[src/rtl/core/mwd_pkg.sv]
`default_nettype none
// ---------------------------------------------------------------------------
// mwd_pkg
// shared constants, types and arithmetic helpers of the mwd pulse filter
// ---------------------------------------------------------------------------
package mwd_pkg;

    localparam int MAX_DIFF_LENGTH = 1024;
    localparam int MAX_AVG_LENGTH  = 256;
    localparam int SAMPLE_WIDTH    = 16;

    localparam logic [2:0] REG_DECAY_COEFF    = 3'd0;
    localparam logic [2:0] REG_DIFF_LENGTH    = 3'd1;
    localparam logic [2:0] REG_AVG_LENGTH     = 3'd2;
    localparam logic [2:0] REG_AVG_RECIP      = 3'd3;
    localparam logic [2:0] REG_GRAD_THRESHOLD = 3'd4;
    localparam logic [2:0] REG_BASIS_SKIP     = 3'd5;
    localparam logic [2:0] REG_BASIS_COUNT    = 3'd6;
    localparam logic [2:0] REG_BASIS_RECIP    = 3'd7;

    localparam logic [1:0] PH_IDLE  = 2'd0;
    localparam logic [1:0] PH_WAIT  = 2'd1;
    localparam logic [1:0] PH_ACCUM = 2'd2;

    // controller to datapath
    typedef struct packed {
        logic load_sample;   // capture sample, start deconvolution product
        logic step_deconv;   // update accumulator, read delay lines
        logic step_diff;     // difference and average delay lines
        logic step_scale;    // running sum scaled
        logic step_trig;     // trigger and window logic, state update
        logic step_height;   // pulse-height products
        logic step_finish;   // result out
    } mwd_cmd_t;

    // saturate a signed value to 32 bits
    function automatic logic signed [31:0] sat32(input logic signed [63:0] v);
        logic signed [31:0] r;
        if (v > 64'sd2147483647) r = 32'sh7fffffff;
        else if (v < -64'sd2147483648) r = 32'sh80000000;
        else r = v[31:0];
        return r;
    endfunction

endpackage
`default_nettype wire

[src/rtl/core/mwd_ctrl.sv]
`default_nettype none
// ---------------------------------------------------------------------------
// mwd_ctrl
// sequencer for one sample through the datapath, output handshake
// ---------------------------------------------------------------------------
module mwd_ctrl (
    input  wire logic             clk,
    input  wire logic             rst_n,
    input  wire logic             in_valid,
    output logic                  in_ready,
    output logic                  out_valid,
    input  wire logic             out_ready,
    output mwd_pkg::mwd_cmd_t     cmd
);

    localparam logic [2:0] S_IDLE   = 3'd0;
    localparam logic [2:0] S_DECONV = 3'd1;
    localparam logic [2:0] S_DIFF   = 3'd2;
    localparam logic [2:0] S_SCALE  = 3'd3;
    localparam logic [2:0] S_TRIG   = 3'd4;
    localparam logic [2:0] S_HEIGHT = 3'd5;
    localparam logic [2:0] S_FINISH = 3'd6;

    logic [2:0] state_reg, state_next;
    logic       out_valid_reg, out_valid_next;
    logic       accept;

    // a finished result may wait while the next sample is taken
    assign in_ready  = (state_reg == S_IDLE);
    assign accept    = in_valid && in_ready;
    assign out_valid = out_valid_reg;

    always_comb
    begin
        state_next     = state_reg;
        out_valid_next = out_valid_reg && !out_ready;
        cmd            = '0;
        unique case (state_reg)
            S_IDLE:
            begin
                cmd.load_sample = accept;
                if (accept) state_next = S_DECONV;
            end
            S_DECONV:
            begin
                cmd.step_deconv = 1'b1;
                state_next      = S_DIFF;
            end
            S_DIFF:
            begin
                cmd.step_diff = 1'b1;
                state_next    = S_SCALE;
            end
            S_SCALE:
            begin
                cmd.step_scale = 1'b1;
                state_next     = S_TRIG;
            end
            S_TRIG:
            begin
                cmd.step_trig = 1'b1;
                state_next    = S_HEIGHT;
            end
            S_HEIGHT:
            begin
                cmd.step_height = 1'b1;
                state_next      = S_FINISH;
            end
            S_FINISH:
            begin
                if (!out_valid_reg || out_ready)
                begin
                    cmd.step_finish = 1'b1;
                    out_valid_next  = 1'b1;
                    state_next      = S_IDLE;
                end
            end
            default: state_next = S_IDLE;
        endcase
    end

    always_ff @(posedge clk or negedge rst_n)
    begin
        if (!rst_n)
        begin
            state_reg     <= S_IDLE;
            out_valid_reg <= 1'b0;
        end
        else
        begin
            state_reg     <= state_next;
            out_valid_reg <= out_valid_next;
        end
    end

    a_one_cmd: assert property (@(posedge clk) disable iff (!rst_n)
        $countones(cmd) <= 1) else $error("more than one datapath command");
    a_finish_fills: assert property (@(posedge clk) disable iff (!rst_n)
        cmd.step_finish |=> out_valid) else $error("result not presented");
    a_no_accept_busy: assert property (@(posedge clk) disable iff (!rst_n)
        (state_reg != S_IDLE) |-> !cmd.load_sample) else $error("accept while busy");

endmodule
`default_nettype wire

[config.mk]
export PLATFORM = sky130hd
export DESIGN_NAME = mwd_ctrl
export DESIGN_NICKNAME = d
export VERILOG_FILES = /design/src/rtl/core/mwd_pkg.sv /design/src/rtl/core/mwd_ctrl.sv
export SDC_FILE = /design/constraint.sdc
export NUM_CORES = 1
export LEC_CHECK = 0
export BUFFER_PORTS_ARGS = -buffer_cell sky130_fd_sc_hd__buf_4
export CAP_MARGIN = 20
export CORE_AREA = 2 2 39 41
export CTS_CLUSTER_DIAMETER = 80
export DETAILED_ROUTE_END_ITERATION = 16
export DIE_AREA = 0 0 41 43
export PLACE_DENSITY = 0.37
export SLEW_MARGIN = 0
export SYNTH_ARGS = -nofsm -noshare
export SYNTH_HDL_FRONTEND = slang
export SYNTH_SLANG_ARGS = --single-unit
[constraint.sdc]
create_clock -name clk -period 1.2 [get_ports clk]
set_input_delay 0.06 -clock clk [delete_from_list [all_inputs] [get_ports clk]]
set_output_delay 0.06 -clock clk [all_outputs]
set_load 0.02 [all_outputs]
# After elaboration in Yosys (flattened, before gate mapping)
# Cells that the tools add are included.
[classes]
n_reduce_logical = 7
eq_ne = 8
mux = 13
[op_table]
columns = ["cell", "count"]
rows = [
  ["3-bit case mux with 7 select lines", 1],
  ["1-bit two-way mux", 10],
  ["3-bit == test (second input constant)", 3],
  ["3-bit by 2-bit == test with 1-bit output (second input constant)", 2],
  ["3-bit two-way mux", 2],
  ["3-bit by 1-bit == test with 1-bit output (second input constant)", 1],
  ["3-bit logical NOT", 1],
  ["1-bit logical AND", 2],
  ["1-bit logical NOT", 2],
  ["2-bit by 1-bit != test with 1-bit output (second input constant)", 1],
  ["2-bit != test (second input constant)", 1],
  ["2-bit AND reduction", 1],
  ["1-bit logical OR", 1],
]
[totals]
regBits = 4
elab_cells = 30
inputBits = 4
output_inout_bits = 9

# Depth between registers and ports, before layout
[depth]
word_depth = 4
ltp_mapped = 4
mapped_depth_nobuf = 3

# Least setup slack after synthesis
# Ideal clock, no wire load.
[synth_timing]
path_type = "flip-flop to output port"
startpoint = "register state_reg[1]"
endpoint = "output port cmd[6] (netlist name)"
stages_incl_launch_ff = 4
t_arrival_ns = 1.147
required_ns = 1.140
slack_ns = -0.007
n_path_buf = 1
cell_sequence = "dfrtp_1 buf_6 nor3_2 and2_1"
[synth_rtl]
columns = ["item", "line", "rtl"]
rows = [
  ["start, declared", "mwd_ctrl.sv:24", "logic [2:0] state_reg, state_next;"],
  ["start signal, assigned", "mwd_ctrl.sv:91", "state_reg <= state_next;"],
  ["end, declared", "mwd_ctrl.sv:13", "output mwd_pkg::mwd_cmd_t cmd"],
]

==> metrics.yaml <==
cts-root-buf: "clkbuf_4"
ant_nets: 0
die_h_um: 43
path_class: "reg2out"
ys_ff_latch: 4
vias: 260
synth_cells: 25
final_common_cell: "buf_4"
fp-row-count: 14
grt_pass1_vias: 246
path_max_fanout: 6
grt_max_degree: 9
die_w_um: 41
dp_hpwl_um: 445.2
endpoint_kind: "output pin"
final_cell_mix: "13 x buf_4, 4 x buf_6, 3 x clkbuf_4, 3 x dfrtp_2"
skew_ns: 0.002733
seq_area_um2: 103.9
wire_per_inst_um: 10.37
crit_arrival_ns: 1.17
worstSetupStartpoint: "state_reg[0]"
rsz0062_at_grt: "yes"
status: "complete, but fails checks"
setup_viol: 2
cts_max_path_buffers: 2
tightest_slew_ns: 0.2350
maxSlewViolCount: 0
p_total_mw: 1.340
area_delta_synth_final_pct: 87.24
grt.total_usage_pct: 9.173
drtIter0Drc: 2
drive_gt1_share_pct: 72.73
start_kind: "register"
pin_count: 13
min_period_ns: 1.227
core_mm2: 0.001384
dieArea_mm2: 0.001763
fin_crit_sh_pct: 102.3
clkTransAtPathRegs_ns: 0.04
syn_nets: 29
synth_top_area_cell: "dfrtp_1"
holdWs_ns: 0.1545
antenna_found_initial: 0
synthTopCellsByArea: "dfrtp_1 41%, buf_6 9.2%, nor3_1 8.2%"
maxCapViolations: 0
clkSinkCount: 4
viasPerCell: 4.333
fill_cells: 155
hold_viol_final: 0
cts_tree: "built"
ir_drop_v: 0.001012
ys_types: 15
cellLeakagePower_nw: 0.2180
worst_slack_ns: -0.02726
ff2ff_setup_slack_ns: 0.02
multi_input_area_um2: 150.1
syn_area_um2: 245.2
reg2reg_from: "state_reg[1]"
place_congestion: 0.6513
diodes: 0
wirelength_um: 622
port_buffers: 12
gr-total-overflow: 0
grt_pass1_wl_mm: 1.062
violations: "negative setup slack"
hold_path_class: "in2async"
drc: 0
htreeDepth: 1
cts_buffers: 3
yosys.area.top_type_share_pct: 40.82
drt_pass1_iterations: 2
fmax_ghz: 0.8148
yosysSeqAreaShare_pct: 40.82
syn_avg_cell_area_um2: 9.809
pwr_density_cell_mw_per_mm2: 2918
ys_warn_count: 0
initial_core_util_pct: 17.72
nets: 50
largest_reg_flops: 3
clk_latency_ns: 0.24
critPathRequiredTime_ns: 1.14
slew_headroom_pct: 84.33
[synth_stat cells]
cell type and count:
o21ai_2 1, dfrtp_1 4, nor3b_1 1, nor3_2 1
inv_1 1, nand2b_1 2, a21o_1 2, nor3_1 4
and2_1 1, a211oi_1 1, buf_6 2, o21ai_0 2
and3_4 1, inv_4 1, nor2_1 1
[final timing paths]
path,to,cells past startpoint
max in group asynchronous,state_reg[2],2
worst max register to register,state_reg[0],4
worst min-delay path,state_reg[0],2
worst max-delay path,cmd[0],3
min in group clk,out_valid,3
worst min register to register,state_reg[0],1
[stage by stage]
| step | setup WS [ns] | util [%] | instances | TNS, ns | cell area [um^2] |
|---|---|---|---|---|---|
| after floorplan | -0.006964 | - | 25 | -0.006964 | 245.2 |
| after global placement | 0.1388 | 24.59 | 52 | 0 | 340.3 |
| after detailed placement | 0.1135 | 24.59 | 52 | 0 | 340.3 |
| after CTS | -0.04641 | 29.75 | 58 | -0.1010 | 411.6 |
| after global routing | -0.08404 | 33.18 | 60 | -0.2950 | 459.2 |
| final | -0.02726 | 33.18 | 60 | -0.05163 | 459.2 |
[critical path: stages, from the launching register on]
cell      delay (ns)
dfrtp_2         0.45
nand2b_4        0.17
nor3b_2         0.15
buf_4           0.16
[layer usage]
layer,vias to the layer above,global-route usage [%],routed length [um]
li1,126,-,-
met1,125,11.07,252
met2,7,13.13,338
met3,2,1.571,20
met4,0,8.000,11
met5,-,0,0
[kinds of logic after synthesis]
group                  count (synthesis)  synth area share, %
AND/OR/NAND/NOR                       11                29.08
AO/OA/AOI/OAI                          6                16.84
flip-flops                             4                40.82
buffers and inverters                  4                13.26
[layout make-up]
| cell class | instances | area share [%] |
|---|---|---|
| well taps | 16 | 4.360 |
| repair buffers | 18 | 33.24 |
| clock buffers | 3 | 4.905 |
| flip-flops and latches | 4 | 22.62 |
| multi-input cells | 17 | 32.70 |
| inverters | 2 | 2.180 |
[report_power, final]
part	total, mW	switching (mW)	internal [mW]
Sequential	0.357	0.151	0.207
Combinational	0.814	0.380	0.433
Clock	0.169	0.0570	0.112
Total	1.34	0.588	0.752
[timing repair]
item,4_1_cts,5_1_grt
gates resized for setup,7,7
pin swaps,2,4
setup buffers,2,2
endpoints found under the setup margin,7,6
hold buffers,1,0
hold endpoints to repair,4,0
Note: power is estimated with default switching activity, not from simulation.
